$ cat config.mk
export PLATFORM = sky130hd
export DESIGN_NAME = nnis_ctrl
export DESIGN_NICKNAME = d
export VERILOG_FILES = /design/src/rtl/core/nnis_pkg.sv /design/src/rtl/core/nnis_ctrl.sv
export SDC_FILE = /design/constraint.sdc
export NUM_CORES = 1
export LEC_CHECK = 0
export ABC_AREA = 0
export BUFFER_PORTS_ARGS = -buffer_cell sky130_fd_sc_hd__buf_2
export CORE_AREA = 5 5 42 44
export CTS_CLUSTER_SIZE = 40
export DETAILED_ROUTE_END_ITERATION = 8
export DIE_AREA = 0 0 47 49
export PLACE_DENSITY_LB_ADDON = 0.25
export SLEW_MARGIN = 20
export SYNTH_ARGS = -nofsm -noshare
export SYNTH_HDL_FRONTEND = slang
export SYNTH_SLANG_ARGS = --single-unit
$ cat constraint.sdc
create_clock -name clk -period 2.5 [get_ports clk]
set_input_delay 0.25 -clock clk [delete_from_list [all_inputs] [get_ports clk]]
set_output_delay 0.25 -clock clk [all_outputs]
set_load 0.01 [all_outputs]
$ cat src/rtl/core/nnis_pkg.sv
`default_nettype none
// ----------------------------------------------------------------------------
// nnis_pkg
// Shared types, sizes and codes for the nearest-neighbor image scaler.
// ----------------------------------------------------------------------------
package nnis_pkg;

	// Frame and pixel sizes.
	localparam int MAX_DIM     = 256;
	localparam int MAX_OUT_DIM = 1024;
	localparam int PIXEL_BITS  = 32;

	// Field and register widths.
	localparam int COORD_W   = 10;
	localparam int SRC_SZ_W  = 9;
	localparam int DST_SZ_W  = 11;
	localparam int CFG_IDX_W = 2;
	localparam int SRC_IDX_W = $clog2(MAX_DIM);
	localparam int ADDR_W    = 2 * SRC_IDX_W;
	localparam int PROD_W    = COORD_W + SRC_SZ_W;

	// One quotient bit per divider step; the quotient stays below MAX_DIM.
	localparam int DIV_STEPS = SRC_IDX_W;
	localparam int STEP_W    = $clog2(DIV_STEPS);

	// Stream payload layout.
	localparam int IN_FIELDS_W = 2 * COORD_W + PIXEL_BITS;
	localparam int IN_TDATA_W  = ((IN_FIELDS_W + 7) / 8) * 8;
	localparam int OUT_TDATA_W = ((PIXEL_BITS + 7) / 8) * 8;

	// Command codes carried on s_tuser.
	localparam logic CMD_WRITE = 1'b0;
	localparam logic CMD_READ  = 1'b1;

	// Configuration register indexes.
	localparam logic [CFG_IDX_W-1:0] REG_SRC_WIDTH  = 2'd0;
	localparam logic [CFG_IDX_W-1:0] REG_SRC_HEIGHT = 2'd1;
	localparam logic [CFG_IDX_W-1:0] REG_DST_WIDTH  = 2'd2;
	localparam logic [CFG_IDX_W-1:0] REG_DST_HEIGHT = 2'd3;

	// Reset value of every size register.
	localparam int SIZE_RESET = 256;

	typedef enum logic [2:0] {
		ST_IDLE,
		ST_MUL,
		ST_DIV,
		ST_MEM,
		ST_OUT
	} nnis_state_t;

	// Commands from the controller to the datapath.
	typedef struct packed {
		logic store_wr;
		logic accept_rd;
		logic mul_en;
		logic div_en;
		logic mem_rd;
		logic out_load;
	} nnis_cmd_t;

	// Status from the datapath to the controller.
	typedef struct packed {
		logic rd_err;
		logic div_last;
		logic out_free;
	} nnis_status_t;

	// A source size of zero counts as one, and anything above MAX_DIM as MAX_DIM.
	function automatic logic [SRC_SZ_W-1:0] clamp_src(input logic [SRC_SZ_W-1:0] v);
		logic [SRC_SZ_W-1:0] r;
		if (v == '0) begin
			r = SRC_SZ_W'(1);
		end else if (v > SRC_SZ_W'(MAX_DIM)) begin
			r = SRC_SZ_W'(MAX_DIM);
		end else begin
			r = v;
		end
		return r;
	endfunction

	// Same for destination sizes against MAX_OUT_DIM.
	function automatic logic [DST_SZ_W-1:0] clamp_dst(input logic [DST_SZ_W-1:0] v);
		logic [DST_SZ_W-1:0] r;
		if (v == '0) begin
			r = DST_SZ_W'(1);
		end else if (v > DST_SZ_W'(MAX_OUT_DIM)) begin
			r = DST_SZ_W'(MAX_OUT_DIM);
		end else begin
			r = v;
		end
		return r;
	endfunction

endpackage
`default_nettype wire

$ cat src/rtl/core/nnis_ctrl.sv
`default_nettype none
// ----------------------------------------------------------------------------
// nnis_ctrl
// Sequencer for the scaler: takes items, steps an in-range read through
// multiply, divide, frame store read and result load.
// ----------------------------------------------------------------------------
module nnis_ctrl (
	input  wire logic                    clk,
	input  wire logic                    arst_n,
	input  wire logic                    s_tvalid,
	input  wire logic                    s_cmd,
	input  wire nnis_pkg::nnis_status_t  status,
	output logic                         s_tready,
	output nnis_pkg::nnis_cmd_t          cmd
);
	import nnis_pkg::*;

	nnis_state_t state_q;
	nnis_state_t state_d;

	// State register.
	always_ff @(posedge clk or negedge arst_n) begin
		if (!arst_n) begin
			state_q <= ST_IDLE;
		end else begin
			state_q <= state_d;
		end
	end

	// Next state and commands.
	always_comb begin
		state_d  = state_q;
		s_tready = 1'b0;
		cmd      = '0;
		case (state_q)
			ST_IDLE: begin
				s_tready = 1'b1;
				if (s_tvalid) begin
					if (s_cmd == CMD_READ) begin
						cmd.accept_rd = 1'b1;
						state_d = status.rd_err ? ST_OUT : ST_MUL;
					end else begin
						cmd.store_wr = 1'b1;
					end
				end
			end
			ST_MUL: begin
				cmd.mul_en = 1'b1;
				state_d = ST_DIV;
			end
			ST_DIV: begin
				cmd.div_en = 1'b1;
				if (status.div_last) begin
					state_d = ST_MEM;
				end
			end
			ST_MEM: begin
				cmd.mem_rd = 1'b1;
				state_d = ST_OUT;
			end
			ST_OUT: begin
				if (status.out_free) begin
					cmd.out_load = 1'b1;
					state_d = ST_IDLE;
				end
			end
			default: begin
				state_d = ST_IDLE;
			end
		endcase
	end

endmodule
`default_nettype wire

After elaboration in Yosys (flattened, before gate mapping) --
Cells that the tools add are included.
Operators by class: multiplexer cells 16, equality and inequality tests 8, reduce and logical (&&, ||, !) cells 2
Operators by type and width (count):
- 3-bit two-way mux | 5
- 3-bit one-hot mux with 5 select lines | 1
- 1-bit two-way mux | 8
- 2-bit inequality test, second input constant | 4
- 3-bit by 2-bit == test with 1-bit output, second input constant | 2
- 2-bit two-way mux | 2
- 4-bit AND reduction | 1
- 3-bit by 1-bit == test with 1-bit output, second input constant | 1
- 3-bit == test, second input constant | 1
- 3-bit logical NOT | 1
Storage, ports and cells: bits in registers 3, output and inout bits 7

Logic depth before layout (Yosys ltp) --
Gate-level depths: netlist (run 1).
depth in word-level cells 4, gate-level depth with buffers 3, mapped depth without buffers 2

Worst setup path after synthesis (run 1) --
No wires, ideal clock.
path kind register to output, start register state_q[0], end output cmd[5] in the netlist's numbering, stages on the path, launching flop included 4, setup slack 1222 ps, arrival 1028 ps, required time 2250 ps, path through dfrtp_1 -> buf_2 -> nor3_2 -> and3b_1
RTL lines:
- start: declaration | RTL line nnis_ctrl.sv:18 | nnis_state_t state_q;
- start signal: assignment | RTL line nnis_ctrl.sv:26 | state_q <= state_d;
- end: declaration | RTL line nnis_ctrl.sv:14 | output nnis_pkg::nnis_cmd_t cmd

==> flow_summary.json, run 1 <==
{
  "wl_per_cell_um": 11.1,
  "powerDensity_mw_per_mm2": 1090,
  "cp-start-kind": "flop",
  "synth-xor-area-share": 0.0391,
  "synthMuxAreaShare": 0,
  "ys_seq_elements": 3,
  "synth_compound_area_frac": 0.0726,
  "avgViaCountPerCell": 4.04,
  "drc": 0,
  "antenna_found_initial": 0,
  "start_util": 0.160,
  "place.gp.congestion": 0.717,
  "portBuffers": 13,
  "post-place-ws_ns": 1.20,
  "fin_nets": 44,
  "ff_latch_area_um2": 75.1,
  "syn2layout_area_growth_pct": 43.0,
  "synthDistinctLibCells": 15,
  "syn-num-nets": 27,
  "cp.required_ns": 2.25,
  "grt_pass1_vias": 231,
  "endpoint_kind": "output pin",
  "path_delay_family": "simple AND/OR/NAND/NOR gates",
  "synthSimpleGateAreaFrac": 0.441,
  "ys_warn_count": 0,
  "fin_skew_ns": 0.00458,
  "gr-total-overflow": 0,
  "final_hold_viol_count": 0,
  "grt_pass1_wl_um": 1010,
  "syn_area_um2": 224,
  "status": "finished clean",
  "coreArea_mm2": 0.00140,
  "setup_violations": 0,
  "hp-class": "primary input to flop",
  "cts_tree": "done",
  "synth.area.top_cells": "dfrtp_1 (34%), buf_12 (8.9%), and3b_1 (7.8%)",
  "die_h_um": 49,
  "crit_arrival_ns": 1.28,
  "final_area_um2": 320,
  "fin_crit_sh": 0.614,
  "fill_cells": 166,
  "design.portCount": 14,
  "drtPass1Iterations": 2,
  "rows": 14,
  "n_antenna_cell": 0,
  "multiInputGateArea_um2": 124,
  "ir_drop_v": 0.000214,
  "cts_max_level": 1,
  "dieArea_mm2": 0.00230,
  "cts_made_buffers": 3,
  "synth_top_family_by_area": "simple AND/OR/NAND/NOR gates",
  "drv_cap": 0,
  "post-route-min-period_ns": 1.53,
  "criticalPathCategory": "flop to output pin",
  "worst_pin_slew_ns": 0.313,
  "regMostFlops": "state_q",
  "rsz0062_at_grt": "false",
  "slowest_stage": "dfrtp_1",
  "ys_seq_area_frac": 0.335,
  "first_iter_violations": 3,
  "drv_slew": 0,
  "antenna_left": 0,
  "die_w_um": 47,
  "fin_setup_tns_ns": 0,
  "worst-path-max-fanout": 8,
  "fmax_mhz": 652,
  "yosys.area.top_type": "dfrtp_1",
  "timing.final.ws_setup_ns": 0.965,
  "largestRegisters": "state_q: 3 flops",
  "critPathMaxStageDelay_ns": 0.46,
  "clock-sinks": 3,
  "worstSkewPairLatency_ns": 0.23,
  "p_leak_nw": 0.172,
  "grt_start_max_net_pins": 10,
  "cts_root_buf": "clkbuf_4",
  "crit_chain": "nor3_2 -> and3b_1 -> buf_2",
  "via_count": 210,
  "yosysTopAreaCellShare": 0.335,
  "cts.path.max_buffers": 2,
  "drive_above_1_share": 0.500,
  "syn_inst": 20,
  "clkSlewWorstSetupHoldPaths_ns": 0.04,
  "ctsResizeCount": 0,
  "slew_headroom": 0.792,
  "avgSynthCellArea_um2": 11.2,
  "path_buf_inv": 1,
  "largest_reg_flops": 3,
  "postPlaceCellArea_um2": 284,
  "wirelength_um": 575,
  "grt_usage": 0.0648,
  "synth_adder_area_share": 0
}
through the flow:
stage	std cells	util	power (W)	hold slack, ns
floorplan	20	-	0.000240	-0.0456
global placement	47	0.203	0.000264	0.0475
detailed placement	47	0.203	0.000267	0.0479
CTS	52	0.229	0.000358	0.264
global route	52	0.229	0.000381	0.281
finish	52	0.229	0.000349	0.268
timing repair:
item                      4_1_cts  5_1_grt
hold buffers                    1        0
setup buffers                   0        0
hold endpoints to repair        3        0
where the power goes:
part	switching (W)	leakage (nW)	internal, W
Combinational	0.0000665	0.118	0.0000795
Sequential	0.0000492	0.0391	0.0000692
Clock	0.0000248	0.0150	0.0000598
worst reg2reg max path, cell delays in order (launching register included):
cell and delay (ns):
dfrtp_1 0.48, and3b_1 0.24, a211o_1 0.24
cell usage after synthesis (all sizes together):
master,instances
nor3b,2
a211o,1
nor2,1
dfrtp,3
xnor2,1
nand2,1
nand4bb,1
a211oi,1
nor4b,1
nor4bb,1
and3,2
nor3,1
buf,2
and3b,2
logic make-up (layout without fill, tap and decap cells):
logic type	count (synthesis)	after routing
flip-flops	3	3
AND/OR/NAND/NOR	12	12
AO/OA/AOI/OAI	2	2
XOR/XNOR	1	1
buffers and inverters	2	18
path summary, 6_finish.rpt:
| kind | cells after the start | to | slack (ns) | from |
|---|---|---|---|---|
| setup / recovery | 3 | cmd[5] | 0.97 | state_q[0]$_DFFE_PN0P_ |
| hold / removal | 3 | state_q[0]$_DFFE_PN0P_ | 0.27 | status[1] |
| setup reg to reg | 2 | state_q[2]$_DFFE_PN0P_ | 1.42 | state_q[1]$_DFFE_PN0P_ |
| hold reg to reg | 1 | state_q[1]$_DFFE_PN0P_ | 0.57 | state_q[2]$_DFFE_PN0P_ |
| max in group asynchronous | 2 | state_q[2]$_DFFE_PN0P_ | 2.05 | arst_n |
| min in group asynchronous | 2 | state_q[1]$_DFFE_PN0P_ | 0.34 | arst_n |
final cells by class:
type                       count  share of cell area
timing repair buffer          14               0.234
sequential                     3               0.234
tap                           16              0.0625
clock buffer                   4              0.0820
multi-input combinational     15               0.387
cells in the final DEF (no fill, tap or decap), drive strengths merged:
cell type     n
nand4bb       1
buf          13
nand2         1
nor3b         2
a211oi        1
nor4b         1
dfrtp         3
dlygate4sd3   1
xnor2         1
a211o         1
and3b         2
nor3          1
clkbuf        4
nor4bb        1
and3          2
nor2          1
metal layers:
metal,up-vias,share of wire,GRT usage
met5,-,0,0
met4,0,0,0.0829
met3,0,0.040,0.0111
met2,6,0.60,0.0973
met1,97,0.36,0.0617
li1,107,-,-
Power figures use the tool's default switching activity.
==> run 2: changes to the inputs <==
ABC_AREA = 1   (was 0)
clock period = 1.5 ns   (was 2.5 ns; I/O delays follow)
==> run 2 against run 1 <==
Core utilization grew 1.7 points. Clock power rose by 68%. Global-route usage increased by 0.41 points. Register-to-register slack lost 0.96 ns. Flip-flop and latch count unchanged. Synthesized cell count increased by 65%. First-iteration DRC count stayed put. Critical path type unchanged. Largest cell class unchanged. Critical path depth rose by 3.
==> flow_summary.json, run 2 <==
{
  "criticalPathCategory": "flop to output pin",
  "coreArea_mm2": 0.00140,
  "antenna_found_initial": 0,
  "seqPwrFrac": 0.262,
  "slew_headroom": 0.862,
  "dieArea_mm2": 0.00230,
  "portBuffers": 13,
  "p_leak_nw": 0.207,
  "fin_setup_tns_ns": 0,
  "post-route-min-period_ns": 1.35,
  "wirelength_um": 632,
  "synthDistinctLibCells": 13,
  "yosysTopAreaCellShare": 0.361,
  "start_util": 0.148,
  "gr-total-overflow": 0,
  "final_hold_viol_count": 0,
  "synth_commonest_cells": "nand2_1 (7), nor2_1 (6), inv_1 (5)",
  "grt_pass1_vias": 271,
  "ys_seq_elements": 3,
  "synth-edff-count": 0,
  "layout_common_cells": "buf_2 (13), nand2_1 (7), nor2_1 (6)",
  "syn_area_um2": 208,
  "worstSkewPairLatency_ns": 0.24,
  "syn_inst": 33,
  "whs_ns": 0.202,
  "n_antenna_cell": 0,
  "worst_pin_slew_ns": 0.205,
  "cts_max_level": 1,
  "worst-path-max-fanout": 6,
  "slowest_stage": "dfrtp_2",
  "clkPwrFrac": 0.224,
  "grt_start_max_net_pins": 8,
  "power_switching_w": 0.000273,
  "ys_seq_area_frac": 0.361,
  "multiInputGateArea_um2": 115,
  "ff_latch_area_um2": 77.6,
  "avgSynthCellArea_um2": 6.29,
  "timing.final.ws_setup_ns": 0.147,
  "yosys.area.top_type": "dfrtp_1",
  "cp-start-kind": "flop",
  "critPathMaxStageDelay_ns": 0.44,
  "layout_commonest_cell": "buf_2",
  "clkSlewWorstSetupHoldPaths_ns": 0.04,
  "design.portCount": 14,
  "rows": 14,
  "place.gp.congestion": 0.648,
  "grt_pass1_wl_um": 1090,
  "grt_usage": 0.0690,
  "fin_skew_ns": 0.00227,
  "largest_reg_flops": 3,
  "wl_per_cell_um": 9.29,
  "reg2reg_slack_ns": 0.46,
  "crit_arrival_ns": 1.20,
  "drive_above_1_share": 0.423,
  "status": "finished clean",
  "setup_violations": 0,
  "drtPass1Iterations": 3,
  "crit_chain": "nor2_4 -> nand2_2 -> inv_1 -> nand2_1 -> nor2_1 -> buf_2",
  "synth_most_common_cell": "nand2_1",
  "fin_crit_sh": 0.902,
  "cts_made_buffers": 3,
  "powerDensity_mw_per_mm2": 1840,
  "cts_root_buf": "clkbuf_4",
  "synth.area.top_cells": "dfrtp_1 (36%), nand2_1 (13%), nor2_1 (11%)",
  "syn2layout_area_growth_pct": 65.7,
  "avgViaCountPerCell": 4.19,
  "ir_drop_v": 0.000515,
  "fmax_mhz": 739,
  "final_core_util": 0.246,
  "syn-num-nets": 40,
  "die_h_um": 49,
  "post-place-ws_ns": 0.332,
  "path_buf_inv": 2,
  "pwr-share-comb": 0.514,
  "cp.required_ns": 1.35,
  "rsz0062_at_grt": "false",
  "via_count": 285,
  "sw_frac_of_total": 0.432,
  "drc": 0,
  "largestRegisters": "state_q: 3 flops",
  "p_int_w": 0.000359,
  "fill_cells": 180,
  "die_w_um": 47,
  "path_delay_family": "flip-flops",
  "hp-class": "primary input to flop",
  "cts_tree": "done",
  "drv_slew": 0,
  "fin_nets": 60,
  "synth_ff_type": "dfrtp_1",
  "async_reset_ff_frac": 1.00,
  "ys_warn_count": 0,
  "first_iter_violations": 3,
  "clock-sinks": 3,
  "endpoint_kind": "output pin",
  "cts.path.max_buffers": 2,
  "regMostFlops": "state_q",
  "drv_cap": 0,
  "antenna_left": 0
}
run 2: what timing repair did:
action | CTS | global route
setup buffers | 0 | 1
endpoints found under the hold margin | 3 | 0
resized for setup | 0 | 3
hold buffers | 1 | 0
setup endpoints to repair | 0 | 1
run 2: power by group through the flow:
stage	sequential [W]	clock (W)	combinational [W]
floorplan	0.000145	0	0.000207
global placement	0.000155	0	0.000298
detailed placement	0.000156	0	0.000301
CTS	0.000156	0.000146	0.000305
global route	0.000174	0.000154	0.000373
finish	0.000166	0.000142	0.000325
run 2: cell families (layout without fill, tap and decap cells):
family | count (synthesis) | in the layout | share of synthesized area
flip-flops | 3 | 3 | 0.361
buffers and inverters | 6 | 25 | 0.108
AND/OR/NAND/NOR | 23 | 23 | 0.506
AO/OA/AOI/OAI | 1 | 1 | 0.0241
run 2: metrics by stage:
step	total power, W	instances	cell area, µm²
final	0.000632	68	344
after global routing	0.000701	68	344
after CTS	0.000607	67	329
after detailed placement	0.000457	62	293
after global placement	0.000453	62	293
after floorplan	0.000352	33	208
run 2: routing by layer:
layer	share of wire	track usage	vias up
li1	-	-	141
met2	0.53	0.104	12
met5	0	0	-
met1	0.38	0.0680	132
met4	0	0.0415	0
met3	0.095	0.0443	0
run 2: final cells by class:
class	instances	area share
inverters	6	0.0655
multi-input cells	24	0.335
clock buffers	4	0.0764
flip-flops and latches	3	0.225
well taps	16	0.0582
repair buffers	15	0.240
run 2: path summary, 6_finish.rpt:
| path | start | end | cells past startpoint |
|---|---|---|---|
| worst min-delay path | status[2] | state_q[0]$_DFFE_PN0P_ | 4 |
| max in group asynchronous | arst_n | state_q[0]$_DFFE_PN0P_ | 2 |
| worst max-delay path | state_q[1]$_DFFE_PN0P_ | cmd[5] | 6 |
| min in group asynchronous | arst_n | state_q[1]$_DFFE_PN0P_ | 2 |
| worst max register to register | state_q[1]$_DFFE_PN0P_ | state_q[2]$_DFFE_PN0P_ | 5 |
| worst min register to register | state_q[2]$_DFFE_PN0P_ | state_q[2]$_DFFE_PN0P_ | 2 |
run 2: worst min-delay path, delay by kind of cell:
family,cells,cell delay (ns)
buffers and inverters,1,0.09
and+or+nand+nor,3,0.16
